File: src/hw/rtl/native_contact_fraction_top_assert.svh
// Assertion macros shared by ncf_back and the top module.
`ifndef NATIVE_CONTACT_FRACTION_TOP_ASSERT_SVH
`define NATIVE_CONTACT_FRACTION_TOP_ASSERT_SVH
`ifndef SYNTHESIS
`define NCF_ASSERT_IMP(label, clk, rst, ante, cons) \
  label: assert property (@(posedge clk) disable iff (rst) (ante) |-> (cons)) \
    else $error("assertion failed");
`define NCF_ASSERT_NEXT(label, clk, rst, ante, cons) \
  label: assert property (@(posedge clk) disable iff (rst) (ante) |=> (cons)) \
    else $error("assertion failed");
`else
`define NCF_ASSERT_IMP(label, clk, rst, ante, cons)
`define NCF_ASSERT_NEXT(label, clk, rst, ante, cons)
`endif
`endif

File: src/hw/rtl/ncf_pkg.sv
package ncf_pkg;
  localparam int COORD_W = 24;
  localparam int D2_W = 50;
  localparam int SUM_W = 29;
  localparam int FRAC_W = 18;
  localparam int CNT_W = 13;
  localparam int NT_W = 13;
  localparam int IN_W = 6 * COORD_W + 2 * D2_W;

  typedef struct packed {
    logic [D2_W-1:0] r2;
    logic [D2_W-1:0] nat;
    logic            formed;
    logic            partial;
    logic            last;
  } job_t;
endpackage

File: src/hw/rtl/ncf_front.sv
module ncf_front (
  input  logic                         clk,
  input  logic                         rst,
  input  logic                         in_valid,
  output logic                         in_ready,
  input  logic [ncf_pkg::IN_W-1:0]     in_data,
  input  logic                         in_last,
  output logic                         job_valid,
  input  logic                         job_ready,
  output ncf_pkg::job_t                job
);
  localparam int CW = ncf_pkg::COORD_W;
  localparam int DW = ncf_pkg::D2_W;
  localparam int MW = CW + 1;

  logic              busy;
  logic [1:0]        phase;
  logic [2*MW-1:0]   acc;
  logic [MW-1:0]     dm [3];
  logic [DW-1:0]     nat;
  logic [DW-1:0]     cut;
  logic              last;
  logic signed [MW-1:0] d [3];
  logic [DW-1:0]     r2;

  always_comb begin
    for (int i = 0; i < 3; i++) begin
      d[i] = MW'(signed'(in_data[i*CW +: CW])) - MW'(signed'(in_data[(i+3)*CW +: CW]));
    end
  end

  assign in_ready = !busy;
  assign r2 = DW'(acc);
  assign job_valid = busy && (phase == 2'd3);
  assign job.r2 = r2;
  assign job.nat = nat;
  assign job.formed = r2 < nat;
  assign job.partial = !(r2 < nat) && (r2 < cut);
  assign job.last = last;

  always_ff @(posedge clk) begin
    if (rst) begin
      busy <= 1'b0;
      phase <= 2'd0;
    end else if (!busy) begin
      if (in_valid) begin
        busy <= 1'b1;
        phase <= 2'd0;
        acc <= '0;
        for (int i = 0; i < 3; i++) begin
          dm[i] <= d[i][MW-1] ? MW'(-d[i]) : MW'(d[i]);
        end
        nat <= in_data[6*CW +: DW];
        cut <= in_data[6*CW+DW +: DW];
        last <= in_last;
      end
    end else if (phase != 2'd3) begin
      acc <= acc + dm[phase] * dm[phase];
      phase <= phase + 2'd1;
    end else if (job_ready) begin
      busy <= 1'b0;
    end
  end
endmodule

File: src/hw/rtl/ncf_fifo.sv
module ncf_fifo (
  input  logic          clk,
  input  logic          rst,
  input  logic          wr_valid,
  output logic          wr_ready,
  input  ncf_pkg::job_t wr_job,
  output logic          rd_valid,
  input  logic          rd_ready,
  output ncf_pkg::job_t rd_job
);
  ncf_pkg::job_t mem [2];
  logic          wp;
  logic          rp;
  logic [1:0]    count;

  assign wr_ready = count != 2'd2;
  assign rd_valid = count != 2'd0;
  assign rd_job = mem[rp];

  always_ff @(posedge clk) begin
    if (wr_valid && wr_ready) begin
      mem[wp] <= wr_job;
    end
    if (rst) begin
      wp <= 1'b0;
      rp <= 1'b0;
      count <= 2'd0;
    end else begin
      if (wr_valid && wr_ready) wp <= !wp;
      if (rd_valid && rd_ready) rp <= !rp;
      count <= count + 2'((wr_valid && wr_ready)) - 2'((rd_valid && rd_ready));
    end
  end
endmodule

File: src/hw/rtl/ncf_back.sv
`include "native_contact_fraction_top_assert.svh"
module ncf_back #(
  parameter int MAX_CONTACTS = 4096,
  parameter int RATIO_FRAC_BITS = 16
) (
  input  logic                       clk,
  input  logic                       rst,
  input  logic [ncf_pkg::NT_W-1:0]   native_total,
  input  logic                       job_valid,
  output logic                       job_ready,
  input  ncf_pkg::job_t              job,
  output logic                       out_valid,
  input  logic                       out_ready,
  output logic [ncf_pkg::FRAC_W-1:0] out_fraction,
  output logic [ncf_pkg::CNT_W-1:0]  out_count,
  output logic                       out_sat
);
  localparam int DW = ncf_pkg::D2_W;
  localparam int SW = ncf_pkg::SUM_W;
  localparam int CW = ncf_pkg::CNT_W;
  localparam int FB = RATIO_FRAC_BITS;
  localparam int PW = FB + 1;
  localparam int CAP = (MAX_CONTACTS < 8191) ? MAX_CONTACTS : 8191;
  localparam int QW = SW;
  localparam logic [3:0] S_IDLE = 4'd0, S_DIV = 4'd1, S_SQ2 = 4'd2, S_SQ3 = 4'd3,
    S_SQ6 = 4'd4, S_ADD = 4'd5, S_NDIV = 4'd6, S_OUT = 4'd7;

  logic [3:0]      state;
  logic [5:0]      cnt;
  logic [DW:0]     rem;
  logic [DW-1:0]   r2;
  logic [PW-1:0]   s;
  logic [PW-1:0]   s2;
  logic [PW-1:0]   s3;
  logic [PW-1:0]   s6;
  logic [SW-1:0]   contact_sum;
  logic [CW-1:0]   formed_total;
  logic            last;
  logic [SW:0]     addend;
  logic [SW+PW:0]  sum_wide;
  logic [SW-1:0]   nrem;
  logic [QW-1:0]   quo;
  logic [SW-1:0]   num;
  logic [ncf_pkg::NT_W-1:0] nt;
  logic [DW:0]     rem_sh;
  logic [SW:0]     nrem_sh;
  logic [2*PW-1:0] prod;
  logic [PW-1:0]   pa;
  logic [PW-1:0]   pb;

  assign rem_sh = {rem[DW-1:0], 1'b0};
  assign nrem_sh = {nrem, num[SW-1]};
  assign job_ready = state == S_IDLE;
  assign out_valid = state == S_OUT;
  assign nt = (native_total == '0) ? ncf_pkg::NT_W'(1) : native_total;
  assign prod = pa * pb;

  always_comb begin
    pa = s;
    pb = s;
    case (state)
      S_SQ3: begin pa = s2; pb = s; end
      S_SQ6: begin pa = s3; pb = s3; end
      default: begin pa = s; pb = s; end
    endcase
  end

  always_comb begin
    addend = (SW+1)'(2 * {1'b0, s3}) - (SW+1)'(s6);
    sum_wide = (SW+PW+1)'(contact_sum) + (SW+PW+1)'(addend);
  end

  always_ff @(posedge clk) begin
    if (rst) begin
      state <= S_IDLE;
      contact_sum <= '0;
      formed_total <= '0;
      cnt <= '0;
    end else begin
      case (state)
        S_IDLE: begin
          if (job_valid) begin
            last <= job.last;
            r2 <= job.r2;
            rem <= (DW+1)'(job.nat);
            cnt <= '0;
            if (job.formed) begin
              if (formed_total < CW'(CAP)) formed_total <= formed_total + 1'b1;
              s <= PW'(1) << FB;
              s3 <= PW'(0);
              s6 <= PW'(0);
              contact_sum <= ((SW+1)'(contact_sum) + (SW+1)'(1 << FB) > (SW+1)'({SW{1'b1}}))
                ? {SW{1'b1}} : SW'((SW+1)'(contact_sum) + (SW+1)'(1 << FB));
              state <= S_ADD;
            end else if (job.partial && job.r2 != '0) begin
              state <= (job.nat >= job.r2) ? S_SQ2 : S_DIV;
              s <= (job.nat >= job.r2) ? (PW'(1) << FB) : '0;
            end else begin
              s <= '0;
              s3 <= '0;
              s6 <= '0;
              state <= S_ADD;
            end
          end
        end
        S_DIV: begin
          if (rem_sh >= {1'b0, r2}) begin
            rem <= rem_sh - {1'b0, r2};
            s <= {s[PW-2:0], 1'b1};
          end else begin
            rem <= rem_sh;
            s <= {s[PW-2:0], 1'b0};
          end
          cnt <= cnt + 1'b1;
          if (cnt == 6'(FB - 1)) state <= S_SQ2;
        end
        S_SQ2: begin s2 <= PW'(prod >> FB); state <= S_SQ3; end
        S_SQ3: begin s3 <= PW'(prod >> FB); state <= S_SQ6; end
        S_SQ6: begin
          s6 <= PW'(prod >> FB);
          s <= '0;
          state <= S_ADD;
        end
        S_ADD: begin
          if (s == '0) begin
            contact_sum <= (sum_wide > (SW+PW+1)'({SW{1'b1}})) ? {SW{1'b1}} : SW'(sum_wide);
          end
          if (last) begin
            num <= (s == '0) ? ((sum_wide > (SW+PW+1)'({SW{1'b1}})) ? {SW{1'b1}} : SW'(sum_wide))
                             : contact_sum;
            nrem <= '0;
            quo <= '0;
            cnt <= '0;
            state <= S_NDIV;
          end else begin
            state <= S_IDLE;
          end
        end
        S_NDIV: begin
          num <= {num[SW-2:0], 1'b0};
          if (nrem_sh >= (SW+1)'(nt)) begin
            nrem <= SW'(nrem_sh - (SW+1)'(nt));
            quo <= {quo[QW-2:0], 1'b1};
          end else begin
            nrem <= SW'(nrem_sh);
            quo <= {quo[QW-2:0], 1'b0};
          end
          cnt <= cnt + 1'b1;
          if (cnt == 6'(SW - 1)) state <= S_OUT;
        end
        S_OUT: begin
          if (out_ready) begin
            contact_sum <= '0;
            formed_total <= '0;
            state <= S_IDLE;
          end
        end
        default: state <= S_IDLE;
      endcase
    end
  end

  assign out_sat = quo > QW'({ncf_pkg::FRAC_W{1'b1}});
  assign out_fraction = out_sat ? {ncf_pkg::FRAC_W{1'b1}} : ncf_pkg::FRAC_W'(quo);
  assign out_count = formed_total;

  `NCF_ASSERT_IMP(a_ready_idle, clk, rst, job_ready, !out_valid)
  `NCF_ASSERT_IMP(a_count_cap, clk, rst, 1'b1, formed_total <= CW'(CAP))
  `NCF_ASSERT_NEXT(a_out_hold, clk, rst, out_valid && !out_ready, out_valid && $stable(quo))
endmodule

File: src/hw/rtl/native_contact_fraction_top.sv
// Channel  Dir  Contents
// s_axis   in   tdata: first_x..z, second_x..z, native_d2, cutoff_d2; tlast: last_contact
// m_axis   out  tdata: fraction, formed_count; tuser: saturated
// cfg      in   native_total write
// The front takes one contact at a time: it captures it, sums the axis squares (one per
// axis), then holds r2 until the queue takes it.
// The back adds a contact beyond cutoff or fully formed at once; a partial one first
// takes a 16-step ratio division and three multiplies. The last adds a 29-step divide.
// A two-entry queue parts front and back, so each stalls on its own.
// Reset is synchronous and sets native_total to 1 and clears the sums.
`include "native_contact_fraction_top_assert.svh"
module native_contact_fraction_top #(
  parameter int MAX_CONTACTS = 4096,
  parameter int RATIO_FRAC_BITS = 16
) (
  input  logic         clk,
  input  logic         rst,
  input  logic         s_axis_tvalid,
  output logic         s_axis_tready,
  // first_x, first_y, first_z, second_x, second_y, second_z, native_d2, cutoff_d2
  input  logic [247:0] s_axis_tdata,
  input  logic         s_axis_tlast,
  output logic         m_axis_tvalid,
  input  logic         m_axis_tready,
  // fraction, formed_count, zero fill
  output logic [31:0]  m_axis_tdata,
  // saturated
  output logic         m_axis_tuser,
  input  logic         cfg_we,
  input  logic [12:0]  cfg_wdata
);
  logic [12:0]   native_total;
  logic          fj_valid, fj_ready, bj_valid, bj_ready;
  ncf_pkg::job_t fj, bj;
  logic [17:0]   fr;
  logic [12:0]   fc;

  always_ff @(posedge clk) begin
    if (rst) native_total <= 13'd1;
    else if (cfg_we) native_total <= cfg_wdata;
  end

  ncf_front u_front (.clk, .rst, .in_valid(s_axis_tvalid), .in_ready(s_axis_tready),
    .in_data(s_axis_tdata[ncf_pkg::IN_W-1:0]), .in_last(s_axis_tlast),
    .job_valid(fj_valid), .job_ready(fj_ready), .job(fj));

  ncf_fifo u_fifo (.clk, .rst, .wr_valid(fj_valid), .wr_ready(fj_ready), .wr_job(fj),
    .rd_valid(bj_valid), .rd_ready(bj_ready), .rd_job(bj));

  ncf_back #(.MAX_CONTACTS(MAX_CONTACTS), .RATIO_FRAC_BITS(RATIO_FRAC_BITS)) u_back (
    .clk, .rst, .native_total, .job_valid(bj_valid), .job_ready(bj_ready), .job(bj),
    .out_valid(m_axis_tvalid), .out_ready(m_axis_tready), .out_fraction(fr),
    .out_count(fc), .out_sat(m_axis_tuser));

  assign m_axis_tdata = {1'b0, fc, fr};

  `NCF_ASSERT_IMP(a_pad_zero, clk, rst, m_axis_tvalid, m_axis_tdata[31] == 1'b0)
  `NCF_ASSERT_IMP(a_sat_max, clk, rst, m_axis_tvalid && m_axis_tuser, fr == 18'h3ffff)
  `NCF_ASSERT_NEXT(a_cfg, clk, rst, cfg_we, native_total == $past(cfg_wdata))
endmodule
File: config.mk
export PLATFORM = sky130hd
export DESIGN_NAME = native_contact_fraction_top
export DESIGN_NICKNAME = d
export VERILOG_FILES = /design/src/hw/rtl/ncf_pkg.sv /design/src/hw/rtl/ncf_front.sv /design/src/hw/rtl/ncf_fifo.sv /design/src/hw/rtl/ncf_back.sv /design/src/hw/rtl/native_contact_fraction_top.sv
export VERILOG_INCLUDE_DIRS = /design/src /design/src/hw/rtl
export SDC_FILE = /design/constraint.sdc
export NUM_CORES = 2
export LEC_CHECK = 0
export BUFFER_PORTS_ARGS = -buffer_cell sky130_fd_sc_hd__buf_2
export CORE_MARGIN = 4
export CORE_UTILIZATION = 55
export DETAILED_ROUTE_END_ITERATION = 10
export PLACE_DENSITY_LB_ADDON = 0.2
export SLEW_MARGIN = 40
export SYNTH_ARGS = -nofsm -noshare
export SYNTH_HDL_FRONTEND = slang
export SYNTH_SLANG_ARGS = --single-unit
File: constraint.sdc
create_clock -name clk -period 16.91 [get_ports clk]
set_input_delay 0.8455 -clock clk [delete_from_list [all_inputs] [get_ports clk]]
set_output_delay 0.8455 -clock clk [all_outputs]
set_load 0.005 [all_outputs]
-- Word-level counts from Yosys, hierarchy flattened
Memories as Yosys holds them, arrays and structs flattened. A register that Yosys moved wholly into a read port is not among the register bits.
Index checks and enable logic that the tools add are counted.
- bits in registers: 479
- RAM bits: 281
- input bits: 267
- output and inout port bits: 35
- logic and storage cells: 186
- memories kept: 2
- memories (memory ; words ; bits a word ; rd ports ; clocked after Yosys merged registers in ; wr ports ; line ; RTL):
    u_fifo.mem ; 2 ; 103 ; 1 ; 1 ; 1 ; ncf_fifo.sv:11 ; ncf_pkg::job_t mem [2];
    u_front.dm ; 3 ; 25 ; 1 ; 1 ; 3 ; ncf_front.sv:19 ; logic [MW-1:0] dm [3];
- add/sub/neg operators: 17
- $mul: 2
- $lt $le $gt $ge: 9
- equality and inequality tests: 21
- multiplexer cells: 71
- bitwise logic cells: 2
- reduce and logical (&&, ||, !) cells: 38
- operator list (operator ; number):
    29-bit 2-to-1 mux ; 9
    50-bit 2-to-1 mux ; 5
    29-bit case mux with 2 select lines ; 3
    17-bit 2-to-1 mux ; 8
    17-bit case mux with 2 select lines ; 3
    50-bit < comparator ; 2
    50-bit case mux with 2 select lines ; 1
    29-bit case mux with 3 select lines ; 1
    25-bit 2-to-1 mux ; 3
    25-bit negator ; 3
    24-bit by 24-bit subtractor with 25-bit output ; 3
    13-bit 2-to-1 mux ; 5
    51-bit by 50-bit greater-or-equal comparator with 1-bit output ; 1
    17-bit case mux with 3 select lines ; 1
    50-bit adder ; 1
    50-bit greater-or-equal comparator ; 1
    25-bit by 25-bit multiplier with 50-bit output ; 1
    50-bit nonzero test ; 1
    50-bit subtractor ; 1
    47-bit by 29-bit greater-than comparator with 1-bit output (second input constant) ; 1
    17-bit by 17-bit multiplier with 33-bit output ; 1
    4-bit case mux with 8 select lines ; 1
    29-bit by 30-bit adder with 31-bit output ; 1
    29-bit by 17-bit adder with 30-bit output (second input constant) ; 1
    41 further kinds ; 102

-- Logic depth before layout (Yosys ltp)
- depth after elaboration: 7
- gate-level depth with buffers: 34
- gate-level depth less buffers: 31

-- By module
From an unflattened synthesis, not the netlist that was laid out.
- cell total of the unflattened synthesis: 7423
- area total of the unflattened synthesis: 72617.1 um^2
- modules (own cells, without submodules) (module ; instances ; cells each ; area an instance (um^2) ; sequential area each (um^2)):
    ncf_front ; 1 ; 3725 ; 34780.9 ; 6886.6
    ncf_back ; 1 ; 3307 ; 29663.4 ; 8708.4
    ncf_fifo ; 1 ; 347 ; 7684.9 ; 6286.0
    native_contact_fraction_top ; 1 ; 44 ; 488.0 ; 260.2

-- Least setup slack after synthesis
No wires, ideal clock.
- path type: input to register
- start point: in rst
- end point: reg u_front.cut[0] (enable)
- library setup time: 0.705 ns
- arrival: 8.612 ns
- data required time: 16.205 ns
- path slack: 7.593 ns
- cell stages on the path: 3
- buffers on the path: 2
- path through: clkbuf_1 -> buf_1 -> nor3b_1
- word-level cells in the longest chain between the ends: 2
- RTL lines (element ; line ; RTL):
    start, declared ; native_contact_fraction_top.sv:17 ; input logic rst,
    1-bit NOT (no line) ; - ;
    3-bit AND reduction (no line) ; - ;
    end signal, assigned ; ncf_front.sv:54 ; cut <= in_data[6*CW+DW +: DW];
    end, declared ; ncf_front.sv:21 ; logic [DW-1:0] cut;
No other way between the ends.
A chain may end at the register's enable or synchronous reset.

==> flow_summary.yaml <==
floorplanning:
  io_pins: 302
  dieWidth_um: 369.2
  chipHeight_um: 369.2
  initial_core_util_pct: 55.42
  placement_rows: 132
  die_area_mm2: 0.1363
  core-area_mm2: 0.1295
global_routing:
  grt_pass1_vias: 52610
  global_route.overflow_total: 0
  grt_antenna_before_repair: 12
  grt_pass1_wl_mm: 288.9
  all_layer_gr_usage_pct: 26.92
  grt_start_max_net_pins: 89
logic_synthesis:
  synth.ff_latch_count: 762
  synthArstFlopShare_pct: 0
  synth_edf_count: 688
  netlist_top_cells_count: "inv_1, fa_1, edfxtp_1"
  synth_nets: 8953
  synthesis.instances: 7313
  yosys.cell_count.top_type: "inv_1"
  yosysWarnings: 0
  ys_seq_area_share_pct: 30.86
  yosys_most_used_dff: "edfxtp_1"
  yosys.cell_types.count: 95
  synth_top_cell_by_area: "edfxtp_1"
  avgSynthCellArea_um2: 9.812
  syn-cell-area_mm2: 0.07176
  ys_top_cells_by_area: "edfxtp_1, fa_1, ha_1"
  synthDominantCellAreaShare_pct: 28.79
setup_path:
  setup.worst_path.class: "register to register"
  critical-path-max-stage-delay_ns: 0.87
  worst-path-max-fanout: 25
  slowest_stage: "clkinv_1"
  critPathMostFrequentCell: "fa_1"
  worstPathArrival_ns: 10.56
  worstPathRequired_ns: 17.33
  critical_path.startpoint_type: "register"
  end_kind: "register"
final_layout:
  fill_cells: 10910
  finalNonFillerCells: 9379
  number_of_nets_in_the_layout: 9196
  area_delta_synth_final_pct: 8.928
  final_design_area_no_fill_mm2: 0.07816
  post_route_cells_drive_above_1_share_pct: 8.706
clock_tree:
  cts_setup_buffers: 0
  path_clk_slew_ns: 0.06
  cts_sinks: 762
  cts_tree: "built"
  clk-insertion-delay-late_ns: 0.69
  hold_buffers: 0
  cts.repair.resized: 0
  master_cell_of_the_clock_root_buffer: "clkbuf_16"
  htree_levels: 3
  max-clock-path-buffers: 3
  cts_inserted_buffers: 86
routing:
  drtAntennaViolNets: 0
  drt_iter0_drc: 4350
  post_drt_wl_per_cell_um: 19.46
  drt-pass1-iter-count: 6
  num_vias: 52050
  drt_wl_total_mm: 182.5
  drcViolationCount: 0
  drt-vias-per-instance: 5.549
outcome:
  status: "finished, final reports clean"
sta:
  setup-violations-final: 0
  final_hold_vios: 0
  rsz0062_at_grt: "false"
  report.final.slew_viol_count: 0
  timing.final.crit_share_pct: 59.93
  fmax_mhz: 98.68
  worst_slew_pin_slew_ns: 0.9187
  period_needed_ns: 10.13
  worst_slew_margin_relative_to_its_limit_pct: 38.68
  finClkSkew_ns: 0.03202
  hold_slack_ns: 0.3277
  finalSetupTns_ns: 0
placement:
  placed_cells_incl_taps: 9207
  detailed_place.area_mm2: 0.07525
  globalplace.congestion: 0.9274
  hpwlAfterDp_mm: 143.4
  io_buffer_count: 296
worst_hold_path:
  worstHoldStart: "s_axis_tdata[173]"
  hold_path_class: "input pin to register"
job:
  drv_cap: 0
[area by class of cell]
class | instances | area, µm² | area share (%)
Multi-Input combinational cell | 4890 | 43450 | 55.59
Sequential cell | 762 | 22150 | 28.34
Inverter | 1443 | 5416 | 6.930
Clock buffer | 111 | 2338 | 2.992
Tap cell | 1742 | 2180 | 2.789
Timing Repair Buffer | 373 | 2103 | 2.691
Clock inverter | 48 | 496.7 | 0.6355
Antenna cell | 10 | 25.02 | 0.03202
[metal layers]
metal / track usage, % / share of wire (%)
met5: 0 / 0.013
met2: 43.11 / 46
met4: 9.662 / 3.8
met1: 37.79 / 44
met3: 3.635 / 6.6
[worst max-delay path, delay by kind of cell, from the launching register on]
kind                       cells  cell delay [ns]
AOI/OAI and AO/OA              7             2.90
xor gates and xnor gates       1             0.14
adders and majority gates      8             3.83
buffers and inverters          7             1.55
DFF                            1             0.32
muxes                          1             0.27
and+or+nand+nor                4             0.84
[cells by family after synthesis]
| family | count (synthesis) | synth area share (%) |
|---|---|---|
| DFF | 762 | 30.86 |
| adders and majority gates | 1373 | 31.84 |
| and+or+nand+nor | 1850 | 11.66 |
| muxes | 160 | 2.330 |
| xor gates and xnor gates | 315 | 3.855 |
| AOI/OAI and AO/OA | 1191 | 10.69 |
| buffers and inverters | 1661 | 8.767 |
| other | 1 | 0.005226 |
[stage by stage]
step / util, % / worst slack (ns)
final: 60.36 / 6.776
after global routing: 60.34 / 6.238
after CTS: 60.31 / 6.868
after detailed placement: 58.12 / 6.927
after global placement: 58.06 / 6.846
after floorplan: - / 7.593
[cell usage in the layout (no fill, tap or decap), types with 158 or more instances in the layout]
cell type / instances
nor2_1: 602
nand2_1: 646
a21o_1: 158
fa_1: 755
a21oi_1: 370
inv_1: 1433
ha_1: 618
edfxtp_1: 688
o21ai_0: 218
buf_2: 297
xnor2_1: 211
[sequential cells by signal, summed over array words and instances (netlist names), 3 cells and up, named ones only]
register and cells:
u_back.state 3, u_back.quo 29, u_back.out_count 13, u_back.s6 17
u_back.num 29, u_back.rem 50, u_back.s2 17, u_back.cnt 6
u_back.contact_sum 29, u_back.r2 50, u_back.s3 17, u_front.cut 50
u_fifo.mem 206, u_front.acc 50, u_back.nrem 29, native_total 13
u_front.dm 75, u_front.nat 50, u_back.s 17
[final timing paths]
check,slack [ns],cells past startpoint,endpoint
worst min register to register,0.47,0,u_fifo.mem[1][0]
worst max register to register,6.78,28,u_front.acc[43]
worst min-delay path,0.33,1,u_front.nat[29]
worst max-delay path,6.78,28,u_front.acc[43]
Power is left out: the tool's default activity adds up to more than one toggle a clock period on the data nets, which glitch-free logic cannot reach.
